[src/rtl/hkrb_pkg.sv]
// Shared types and constants of the HID keyboard report builder.
// No dependencies.
package hkrb_pkg;

   localparam logic [2:0] OP_PRESS       = 3'd0;
   localparam logic [2:0] OP_RELEASE     = 3'd1;
   localparam logic [2:0] OP_RELEASE_ALL = 3'd2;
   localparam logic [2:0] OP_SET_MOD     = 3'd3;
   localparam logic [2:0] OP_CLEAR_MOD   = 3'd4;
   localparam logic [2:0] OP_MEDIA       = 3'd5;

   localparam logic [7:0] ID_KEYBOARD = 8'h01;
   localparam logic [7:0] ID_MEDIA    = 8'h02;

   typedef enum logic [2:0] {
      KIND_PRESS,
      KIND_RELEASE,
      KIND_CLEAR_ALL,
      KIND_SET_MOD,
      KIND_CLEAR_MOD,
      KIND_MEDIA,
      KIND_NOP
   } kind_type;

   typedef struct packed {
      kind_type    kind;
      logic [7:0]  key_code;
      logic [7:0]  modifier_mask;
      logic [15:0] media_usage;
   } event_type;

endpackage

[src/rtl/hid_keyboard_report_builder.sv]
// HID boot keyboard report builder, top level. An accepted event is registered
// in the front queue and popped by the back end while it is idle; the byte
// sequencer then registers its report beats, one beat per cycle unless stalled,
// and takes no new event before the last beat; two events queue ahead.
// Reset (synchronous, active high) clears the key table, modifier and queue.
// Uses hkrb_pkg, hkrb_front and hkrb_back.
module hid_keyboard_report_builder #(
   parameter int KEY_SLOTS = 6
) (
   input  logic        clock,
   input  logic        reset,
   input  logic        req_valid,
   output logic        req_stall,
   input  logic [2:0]  req_operation,
   input  logic [7:0]  req_key_code,
   input  logic [7:0]  req_modifier_mask,
   input  logic [15:0] req_media_usage,
   output logic        rsp_valid,
   input  logic        rsp_stall,
   output logic [7:0]  rsp_report_byte,
   output logic        rsp_report_end,
   output logic        rsp_last
);
   import hkrb_pkg::*;

   logic      evt_valid;
   event_type evt;
   logic      evt_pop;

   hkrb_front u_front (
      .clock             (clock),
      .reset             (reset),
      .req_valid         (req_valid),
      .req_stall         (req_stall),
      .req_operation     (req_operation),
      .req_key_code      (req_key_code),
      .req_modifier_mask (req_modifier_mask),
      .req_media_usage   (req_media_usage),
      .evt_valid         (evt_valid),
      .evt               (evt),
      .evt_pop           (evt_pop)
   );

   hkrb_back #(
      .KEY_SLOTS (KEY_SLOTS)
   ) u_back (
      .clock           (clock),
      .reset           (reset),
      .evt_valid       (evt_valid),
      .evt             (evt),
      .evt_pop         (evt_pop),
      .rsp_valid       (rsp_valid),
      .rsp_stall       (rsp_stall),
      .rsp_report_byte (rsp_report_byte),
      .rsp_report_end  (rsp_report_end),
      .rsp_last        (rsp_last)
   );

endmodule

[src/rtl/hkrb_front.sv]
// Front end: accepts key event beats, classifies them, and holds them in
// a two-entry queue for the back end. Uses hkrb_pkg.
module hkrb_front (
   input  logic                clock,
   input  logic                reset,
   input  logic                req_valid,
   output logic                req_stall,
   input  logic [2:0]          req_operation,
   input  logic [7:0]          req_key_code,
   input  logic [7:0]          req_modifier_mask,
   input  logic [15:0]         req_media_usage,
   output logic                evt_valid,
   output hkrb_pkg::event_type evt,
   input  logic                evt_pop
);
   import hkrb_pkg::*;

   event_type  queue_ff [2];
   logic       wr_ptr_ff;
   logic       rd_ptr_ff;
   logic [1:0] count_ff;
   event_type  evt_in;
   logic       push;

   assign req_stall = (count_ff == 2'd2);
   assign push      = req_valid && !req_stall;
   assign evt_valid = (count_ff != 2'd0);
   assign evt       = queue_ff[rd_ptr_ff];

   always_comb begin
      evt_in.key_code      = req_key_code;
      evt_in.modifier_mask = req_modifier_mask;
      evt_in.media_usage   = req_media_usage;
      unique case (req_operation)
         OP_PRESS:       evt_in.kind = (req_key_code != 8'h00) ? KIND_PRESS : KIND_NOP;
         OP_RELEASE:     evt_in.kind = (req_key_code != 8'h00) ? KIND_RELEASE : KIND_NOP;
         OP_RELEASE_ALL: evt_in.kind = KIND_CLEAR_ALL;
         OP_SET_MOD:     evt_in.kind = KIND_SET_MOD;
         OP_CLEAR_MOD:   evt_in.kind = KIND_CLEAR_MOD;
         OP_MEDIA:       evt_in.kind = (req_media_usage != 16'h0000) ? KIND_MEDIA : KIND_NOP;
         default:        evt_in.kind = KIND_NOP;
      endcase
   end

   always_ff @(posedge clock) begin
      if (push) begin
         queue_ff[wr_ptr_ff] <= evt_in;
      end
   end

   always_ff @(posedge clock) begin
      if (reset) begin
         wr_ptr_ff <= 1'b0;
         rd_ptr_ff <= 1'b0;
         count_ff  <= 2'd0;
      end else begin
         if (push) begin
            wr_ptr_ff <= !wr_ptr_ff;
         end
         if (evt_pop) begin
            rd_ptr_ff <= !rd_ptr_ff;
         end
         unique case ({push, evt_pop})
            2'b10:   count_ff <= count_ff + 2'd1;
            2'b01:   count_ff <= count_ff - 2'd1;
            default: count_ff <= count_ff;
         endcase
      end
   end

endmodule

[src/rtl/hkrb_back.sv]
// Back end: applies one event to the key table and modifier byte, then streams
// reports due (keyboard, media), one beat per cycle unless stalled. Uses hkrb_pkg.
module hkrb_back #(
   parameter int KEY_SLOTS = 6
) (
   input  logic                clock,
   input  logic                reset,
   input  logic                evt_valid,
   input  hkrb_pkg::event_type evt,
   output logic                evt_pop,
   output logic                rsp_valid,
   input  logic                rsp_stall,
   output logic [7:0]          rsp_report_byte,
   output logic                rsp_report_end,
   output logic                rsp_last
);
   import hkrb_pkg::*;

   localparam int IdxW       = (KEY_SLOTS > 1) ? $clog2(KEY_SLOTS) : 1;
   localparam int CntW       = $clog2(KEY_SLOTS + 7);
   localparam int KbLast     = KEY_SLOTS + 2;
   localparam int MediaFirst = KEY_SLOTS + 3;
   localparam int MediaLast  = KEY_SLOTS + 5;

   typedef enum logic {S_IDLE, S_EMIT} state_type;
   typedef logic [KEY_SLOTS-1:0][7:0] slots_type;

   state_type                   state_ff;
   slots_type                   slots_ff;
   slots_type                   slots_in;
   logic [7:0]                  mod_ff;
   logic [7:0]                  mod_in;
   logic [15:0]                 media_ff;
   logic                        media_on_ff;
   logic [CntW-1:0]             cnt_ff;
   logic [7:0]                  byte_ff;
   logic                        end_ff;
   logic                        last_ff;
   logic                        valid_ff;
   logic [8*(KEY_SLOTS+1)-1:0]  ext;
   logic                        hit;
   logic [IdxW-1:0]             hit_idx;
   logic                        free;
   logic [IdxW-1:0]             free_idx;
   logic                        changed;
   logic                        out_free;
   logic                        at_kb_last;
   logic                        at_media_last;
   logic                        final_beat;
   logic [IdxW-1:0]             slot_sel;
   logic [7:0]                  byte_sel;

   assign ext = {8'h00, slots_ff};

   always_comb begin
      hit      = 1'b0;
      hit_idx  = '0;
      free     = 1'b0;
      free_idx = '0;
      for (int i = 0; i < KEY_SLOTS; i++) begin
         if (!hit && slots_ff[i] == evt.key_code) begin
            hit     = 1'b1;
            hit_idx = IdxW'(i);
         end
         if (!free && slots_ff[i] == 8'h00) begin
            free     = 1'b1;
            free_idx = IdxW'(i);
         end
      end
   end

   always_comb begin
      slots_in = slots_ff;
      mod_in   = mod_ff;
      unique case (evt.kind)
         KIND_PRESS: begin
            if (!hit && free) begin
               slots_in[free_idx] = evt.key_code;
            end
         end
         KIND_RELEASE: begin
            if (hit) begin
               for (int j = 0; j < KEY_SLOTS; j++) begin
                  if (IdxW'(j) >= hit_idx) begin
                     slots_in[j] = ext[(j+1)*8 +: 8];
                  end
               end
            end
         end
         KIND_CLEAR_ALL: begin
            slots_in = '0;
            mod_in   = 8'h00;
         end
         KIND_SET_MOD:   mod_in = mod_ff | evt.modifier_mask;
         KIND_CLEAR_MOD: mod_in = mod_ff & ~evt.modifier_mask;
         default: begin
         end
      endcase
   end

   assign changed       = (slots_in != slots_ff) || (mod_in != mod_ff);
   assign evt_pop       = (state_ff == S_IDLE) && evt_valid;
   assign out_free      = !valid_ff || !rsp_stall;
   assign at_kb_last    = (cnt_ff == CntW'(KbLast));
   assign at_media_last = (cnt_ff == CntW'(MediaLast));
   assign final_beat    = (at_kb_last && !media_on_ff) || at_media_last;
   assign slot_sel      = IdxW'(cnt_ff - CntW'(3));

   always_comb begin
      priority if (cnt_ff == CntW'(0)) begin
         byte_sel = ID_KEYBOARD;
      end else if (cnt_ff == CntW'(1)) begin
         byte_sel = mod_ff;
      end else if (cnt_ff == CntW'(2)) begin
         byte_sel = 8'h00;
      end else if (cnt_ff <= CntW'(KbLast)) begin
         byte_sel = slots_ff[slot_sel];
      end else if (cnt_ff == CntW'(MediaFirst)) begin
         byte_sel = ID_MEDIA;
      end else if (cnt_ff == CntW'(MediaFirst + 1)) begin
         byte_sel = media_ff[7:0];
      end else begin
         byte_sel = media_ff[15:8];
      end
   end

   always_ff @(posedge clock) begin
      if (reset) begin
         state_ff    <= S_IDLE;
         slots_ff    <= '0;
         mod_ff      <= 8'h00;
         valid_ff    <= 1'b0;
         media_on_ff <= 1'b0;
         cnt_ff      <= '0;
      end else begin
         unique case (state_ff)
            S_IDLE: begin
               if (valid_ff && !rsp_stall) begin
                  valid_ff <= 1'b0;
               end
               if (evt_valid) begin
                  slots_ff    <= slots_in;
                  mod_ff      <= mod_in;
                  media_ff    <= evt.media_usage;
                  media_on_ff <= (evt.kind == KIND_MEDIA);
                  cnt_ff      <= changed ? CntW'(0) : CntW'(MediaFirst);
                  if (changed || evt.kind == KIND_MEDIA) begin
                     state_ff <= S_EMIT;
                  end
               end
            end
            S_EMIT: begin
               if (out_free) begin
                  valid_ff <= 1'b1;
                  byte_ff  <= byte_sel;
                  end_ff   <= at_kb_last || at_media_last;
                  last_ff  <= final_beat;
                  cnt_ff   <= cnt_ff + CntW'(1);
                  if (final_beat) begin
                     state_ff <= S_IDLE;
                  end
               end
            end
            default: state_ff <= S_IDLE;
         endcase
      end
   end

   assign rsp_valid       = valid_ff;
   assign rsp_report_byte = byte_ff;
   assign rsp_report_end  = end_ff;
   assign rsp_last        = last_ff;

endmodule

[config.mk]
export PLATFORM = sky130hd
export DESIGN_NAME = hid_keyboard_report_builder
export DESIGN_NICKNAME = d
export VERILOG_FILES = /design/src/rtl/hkrb_pkg.sv /design/src/rtl/hid_keyboard_report_builder.sv /design/src/rtl/hkrb_front.sv /design/src/rtl/hkrb_back.sv
export SDC_FILE = /design/constraint.sdc
export NUM_CORES = 1
export LEC_CHECK = 0
export BUFFER_PORTS_ARGS = -buffer_cell sky130_fd_sc_hd__buf_2
export CORE_MARGIN = 2
export CORE_UTILIZATION = 50
export CTS_BUF_LIST = sky130_fd_sc_hd__clkbuf_16
export DETAILED_ROUTE_END_ITERATION = 16
export PLACE_DENSITY = 0.67
export SLEW_MARGIN = 10
export SYNTH_ARGS = -nofsm -noshare
export SYNTH_HDL_FRONTEND = slang
export SYNTH_SLANG_ARGS = --single-unit
[constraint.sdc]
create_clock -name clock -period 5.1 [get_ports clock]
set_input_delay 0.51 -clock clock [delete_from_list [all_inputs] [get_ports clock]]
set_output_delay 0.51 -clock clock [all_outputs]
set_load 0.1 [all_outputs]
# Word-level counts from Yosys, hierarchy flattened

Memory sizes are Yosys's and may differ from the RTL's. A register that Yosys moved wholly into a read port is not among the register bits.
Index checks and enable logic that the tools add are counted.

Add/sub/neg operators: 4
Order comparisons: 10
Equal/unequal tests: 30
Mux-type cells: 63
Bitwise operators: 5
Reductions and logical operators: 56

Operators by type and width:

| operator                                            | count |
|---|---|
| one-hot mux 48 bit (3 select lines)                 | 1 |
| 2-to-1 mux 8 bit                                    | 13 |
| 2-to-1 mux 48 bit                                   | 2 |
| bitwise mux 48 bit                                  | 1 |
| == test 8 bit                                       | 6 |
| logical NOT 8 bit                                   | 6 |
| != test 48 bit                                      | 1 |
| binary-select mux 8 bit (select 3 bit)              | 1 |
| demux 8 bit (select 3 bit)                          | 1 |
| 2-to-1 mux 1 bit                                    | 24 |
| one-hot mux 8 bit (3 select lines)                  | 1 |
| 2-to-1 mux 3 bit                                    | 6 |
| one-hot mux 3 bit (6 select lines)                  | 1 |
| logical NOT 1 bit                                   | 17 |
| == test 4 bit (second input constant)               | 4 |
| logical AND 1 bit                                   | 16 |
| nonzero test 16 bit                                 | 1 |
| == test 3 x 2 -> 1 bit (second input constant)      | 4 |
| == test 3 bit (second input constant)               | 4 |
| 2-to-1 mux 4 bit                                    | 3 |
| 2-to-1 mux 2 bit                                    | 5 |
| AND 8 bit                                           | 1 |
| < comparator 3 x 4 -> 1 bit (second input constant) | 2 |
| != test 8 bit                                       | 1 |
| 29 further kinds                                    | 46 |

Register bits after elaboration: 93
Bits in writable memories: 70
Bits of input ports: 39
Word-level logic and storage cells: 187
Memories kept: 1

Memories:

| memory           | depth | bits a word | read ports | clocked after Yosys merged registers in | write ports | line             | text |
|---|---|---|---|---|---|---|---|
| u_front.queue_ff | 2     | 35          | 1          | 1                                       | 1           | hkrb_front.sv:18 | `event_type queue_ff [2];` |

# Longest topological paths before layout

Depth in word-level cells: 30
Depth in mapped cells: 17
Depth with buffers taken out: 12

# By module

From an unflattened synthesis, not the netlist that was laid out.

Cell total of the unflattened synthesis: 1,192
Area total of the unflattened synthesis: 10,352.4 µm²

By module, submodules not included:

| module     | times used | cells each | area each (µm²) |
|---|---|---|---|
| hkrb_back  | 1          | 1,044      | 7,509.7 |
| hkrb_front | 1          | 148        | 2,842.7 |

# Worst setup path before layout

No wires, ideal clock.

Kind: reg2reg
Start point: register u_back.slots_ff (netlist bit u_back.ext[1])
End point: register u_back.cnt_ff[0]
Arrival time: 3.330 ns
Slack: 1.666 ns
Stages on the path, launching flop included: 16
Path buffers: 3
Cell sequence: dfxtp_1 > buf_2 > or4_1 > or3_1 > buf_2 > nand2_1 > nor3b_1 > and4_4 > and2_4 > buf_6 > a22oi_2 > o32ai_1 > a2111o_1 > nor4_4 > a21oi_2 > a2111oi_2

Word-level cells in the longest chain between the ends: 29
Elaborated cells between the ends (all ways): 72
Those cells by class: 8 x order compare; 2 x eq/ne; 37 x mux; 25 x reduce/logical

Ends and longest elaborated chain:

| item                                   | line             | text |
|---|---|---|
| start: declaration                     | hkrb_back.sv:29  | `slots_type slots_ff;` |
| start signal: assignment               | hkrb_back.sv:142 | `slots_ff <= slots_in;` |
| logical NOT 8 bit                      | hkrb_back.sv:65  | `if (!free && slots_ff[i] == 8'h00) begin` |
| 2-to-1 mux 1 bit                       | hkrb_back.sv:65  |  |
| logical NOT 1 bit                      | hkrb_back.sv:65  |  |
| logical AND 1 bit                      | hkrb_back.sv:65  |  |
| 2-to-1 mux 1 bit                       | hkrb_back.sv:65  |  |
| logical NOT 1 bit                      | hkrb_back.sv:65  |  |
| logical AND 1 bit                      | hkrb_back.sv:65  |  |
| 2-to-1 mux 1 bit                       | hkrb_back.sv:65  |  |
| [... 13 more ...]                      | -                |  |
| bitwise mux 48 bit                     | hkrb_back.sv:78  | `slots_in[free_idx] = evt.key_code;` |
| 2-to-1 mux 48 bit                      | hkrb_back.sv:77  | `if (!hit && free) begin` |
| one-hot mux 48 bit (3 select lines)    | hkrb_back.sv:75  | `unique case (evt.kind)` |
| != test 48 bit (*)                     | hkrb_back.sv:101 | `assign changed = (slots_in != slots_ff) \|\| (mod_in != mod_ff);` |
| logical OR 1 bit (*)                   | hkrb_back.sv:101 |  |
| 2-to-1 mux 4 bit (*)                   | hkrb_back.sv:146 | `cnt_ff <= changed ? CntW'(0) : CntW'(MediaFirst);` |
| 2-to-1 mux 4 bit (*)                   | hkrb_back.sv:141 | `if (evt_valid) begin` |
| one-hot mux 4 bit (2 select lines) (*) | hkrb_back.sv:136 | `unique case (state_ff)` |
| end signal: assignment                 | hkrb_back.sv:146 |  |
| end signal: assignment                 | hkrb_back.sv:158 | `cnt_ff <= cnt_ff + CntW'(1);` |
| end: declaration                       | hkrb_back.sv:35  | `logic [CntW-1:0] cnt_ff;` |

Every way passes the cells marked *; elsewhere a longest branch is shown, timed or not. The select of a mux whose other input is x is not followed.
A chain may end at the register's enable or synchronous reset.

==> results summary <==
The run finished with clean final reports. Walking the worst path, the cells encountered are mux2i_2, buf_4, xnor2_1, nor4_1, nand2_1, nand3_1, or3_1, o2bb2ai_1, or4_1, o31a_1, nor4_2, a21oi_2, a2111oi_2. The number of buffers inserted by post-CTS setup repair is 0.

The type of element launching the critical path is a flop. The dominant combinational cell family by area after synthesis is compound AO/OA/AOI/OAI gates. The compound-gate portion of the synthesized area is roughly 22%. The number of standard-cell rows in the floorplan is between 50 and 60.

edfxtp_1 takes more of the synthesized area than any other cell. The clock arrives with roughly 0.019 ns of skew. The worst endpoint data arrival time is about 5.1 ns. The detailed-placement wirelength estimate is between 30000 and 40000 um.

For this design the ratio of total power to cell area is around 530 mW/mm^2. The first detailed-routing pass took 8 iterations. The final-report max-slew violation count came out at 0. The synthesized-area fraction occupied by and/or/nand/nor cells came out at 18.3%. The area added between synthesis and finish is 11.2%.

The total area inside the core boundary comes to between 0.02 and 0.025 sq mm. The peak supply drop came out at between 0.2 and 0.3 mV. Static timing analysis puts the maximum clock frequency at 211 MHz. The CTS tree is yes. The number of buffers inserted during clock tree synthesis came out at 17. The clock sink count is between 150 and 200. The largest individual stage delay along the critical path comes from the cell mux2i_2.

The number of antenna violations at the first check in global routing is 0. The slew of the pin with the lowest slew margin came out at approximately 1.1 ns. The effective utilization at floorplan is between 50% and 60%.

In the post-synthesis netlist, the biggest area contributors are edfxtp_1, dfxtp_1, nor2_1, xnor2_1, a21oi_1. The aggregate global-route resource usage is between 30% and 40%. The overall via count from detail_route is approximately 10000.

The area share of the leading cell type in the synthesized netlist came out at between 20% and 30%. The final global-route overflow total came out at 0. The count of max-cap constraint violations came out at 0. The first global-routing pass estimated a little over 60000 um of wire. The maximum fanout count along the critical path is 13. The vias per cell came out at roughly 6.8.

The max-slew headroom at the worst pin came out at between 20% and 30%. The number of distinct library cells after synthesis came out at 84. The ratio of final minimum period to clock period came out at approximately 93%. The pin count of the biggest net entering global routing came out at between 40 and 50.

Once detail routing completed, the nets flagged for antenna violations numbered 0. The leakage power is between 3 and 4 nW. The routed wirelength normalized by instance count came out at approximately 28 um. The cell depth of the worst min-delay path came out at 1. The post-synthesis adder-cell area fraction is 0.594%. For this design, the CTS-stage hold fixing added 0 buffers.

The die outline height came out at around 150 um. Across all hold checks on the routed design, the worst slack comes to 0.250 ns. The via count of the first global-routing pass is 9678. The clock latency on the worst-skew pair came out at around 0.44 ns. For this run, the number of Yosys warnings is 0.

The mean instance size in the synthesized netlist is 8.79 sq um. The clock period minus worst slack came out at between 4 and 5 ns. In the synthesized netlist, mux cells make up between 7 and 8% of the area. At the end of the flow, the number of nets in the layout was ~1300. The count of unresolved DRC violations after routing came out at 0.

The setup path with the least slack is of type flop to flop. The register clock-pin slew on the reported worst setup and hold paths is roughly 0.080 ns. The sum of routed wire segments on met1 is 17400 um. Setup repair after global routing left no endpoint under its margin. The logic depth of the worst register-to-register path is 13. The number of gates resized after CTS was 0.

The floorplan step defined a die boundary enclosing between 0.02 and 0.025 sq mm. The highest layer touched by signal routing is met4. The sequential share of the synthesized area came out at roughly two fifths. The number of I/O port buffers is 50. The kind of end point of the critical path is a flop. The critical path required time came out at 5.44 ns. The worst hold path terminates at u_front.queue_ff[0][20]$_DFFE_PP_.

The global placement routability congestion came out at about 1.1. In the detailed route, the total length drawn on met3 is between 4000 and 5000 um. Summed over all layers, the routed wires come to 41800 um. The endpoint of the lowest-slack register-to-register path is u_back.cnt_ff[0]$_SDFFE_PP0P_. The sum of buffers and inverters on the critical path came out at 1. between 50 and 60 I/O pins were placed. Summing every instance area after synthesis gives 0.0105 sq mm. The startpoint identified for the worst hold timing path is req_modifier_mask[4].

In this design, the stage delay of the slowest critical-path cell is 0.73 ns. The category of cells accounting for the largest share of critical-path delay is simple AND/OR/NAND/NOR gates. The number of buffers between clock root and the deepest sink came out at 2.

The post-synthesis async set-or-reset flop share came out at 0%. The share of post-route cells with drive strength above 1 came out at approximately 17%. The register-to-register setup slack is roughly 0.37 ns. The antenna diode count is 0. The H-tree was split into 4 levels. The synthesized design contains roughly 160 register bits.

The synthesized design contains 96 enable-type register cells. The count of final setup violators came out at 0. The worst min-delay path class is input pin to flop. The cell count after synthesis came out at between 1000 and 1500. The DRC marker count from the first detailed-route iteration is approximately 1500. Summing the areas of all xor and xnor instances in the mapped netlist gives under 10% of the synthesized area. The hold violation count in the final report is 0. Counting every net in the synthesized netlist gives 1243. The sum of met2 wire segment lengths after detailed routing came out at ~17000 um. In the synthesized netlist the dominant register cell turns out to be edfxtp_1. CTS placed an instance of clkbuf_16 at the clock tree root. The final sum of negative setup slack is 0 ns. The die is 149 um wide.
==> kinds of logic after synthesis <==
family                     Yosys count
AOI/OAI and AO/OA                  359
DFF                                164
adders and majority gates            5
muxes                               70
xor gates and xnor gates            53
and+or+nand+nor                    398
buffers and inverters              150
==> report_power, final <==
part | switching, mW | internal [mW]
Clock | 0.689 | 0.675
Sequential | 0.211 | 1.64
Combinational | 2.00 | 0.995
==> per-layer routing <==
| layer | track usage [%] | vias up |
|---|---|---|
| met5 | 0 | - |
| met4 | 18.2 | 0 |
| met3 | 10.5 | 178 |
| met2 | 54.9 | 726 |
| met1 | 52.8 | 4839 |
| li1 | - | 4494 |
==> registers in the layout (all words and copies together) (netlist names), 2 cells and up, named ones only <==
| signal | cells |
|---|---|
| u_front.queue_ff | 70 |
| u_back.ext | 48 |
| u_back.media_ff | 16 |
| u_back.mod_ff | 8 |
| u_back.rsp_report_byte | 8 |
| u_back.cnt_ff | 4 |
| u_front.count_ff | 2 |
==> cell usage after synthesis, drive strengths merged (4+ instances only) <==
cell type,number
ha,5
nor2,138
a211oi,15
a222oi,8
and2,5
a221oi,8
o21a,4
clkbuf,76
xnor2,51
o21ai,80
nand3,20
o41ai,4
a22oi,30
o32ai,4
edfxtp,96
or4,5
nand4,15
nor3,46
nor2b,5
nor4,30
o22ai,37
mux2i,41
or2,4
inv,37
o211ai,21
buf,36
a21oi,90
nand2,98
o31ai,9
a31oi,12
or3,7
mux2,27
nand2b,8
dfxtp,68
==> area by class of cell <==
class,count,area [sq um]
well taps,275,344
fillers,1931,9100
clock inverters,15,191
inverters,38,143
repair buffers,111,721
clock buffers,17,425
flip-flops and latches,164,4250
multi-input cells,885,5650
==> per-stage QoR <==
step           utilization, %  setup slack [ns]  cells  instance area, sq um  power (mW)
5_1_grt                  56.3             0.152   1505                 11700        6.43
3_3_place_gp             53.3             0.522   1473                 11100        4.77
2_1_floorplan               -              1.67   1199                 10500        3.80
4_1_cts                  56.3             0.452   1505                 11700        6.12
3_5_place_dp             53.3             0.458   1473                 11100        4.75
6_report                 56.3             0.371   1505                 11700        6.21
==> placed cells by master, fill, tap and decap left out, types with 6 or more instances in the layout <==
cell       count
a211oi_1      15
a21oi_1       88
a221oi_1       8
a222oi_1       8
a22oi_1       29
a31oi_1       12
buf_2         50
buf_4         60
clkbuf_16     17
dfxtp_1       67
edfxtp_1      96
inv_1         37
mux2_2        26
mux2i_1       33
mux2i_4        6
nand2_1       95
nand2b_1       8
nand3_1       18
nand4_1       15
nor2_1       135
nor3_1        44
nor4_1        23
nor4_2         6
o211ai_1      21
o21ai_0       76
o22ai_1       37
o31ai_1        9
or3_1          7
xnor2_1       51
==> how the worst max path moves through the flow <==
stage | from | endpoint | slack [ns] | depth (start not counted)
2_1_floorplan | u_back.ext[1]$_SDFFE_PP0P_ | u_back.cnt_ff[0]$_SDFFE_PP0P_ | 1.67 | 15
3_3_place_gp | flop | u_back.cnt_ff[0]$_SDFFE_PP0P_ | 0.52 | 12
3_5_place_dp | flop | u_back.cnt_ff[0]$_SDFFE_PP0P_ | 0.46 | 12
4_1_cts | flop | u_back.cnt_ff[0]$_SDFFE_PP0P_ | 0.45 | 12
5_1_grt | flop | u_back.cnt_ff[0]$_SDFFE_PP0P_ | 0.15 | 13
6_report | flop | u_back.cnt_ff[0]$_SDFFE_PP0P_ | 0.37 | 13
Note: power is estimated with default switching activity, not from simulation.
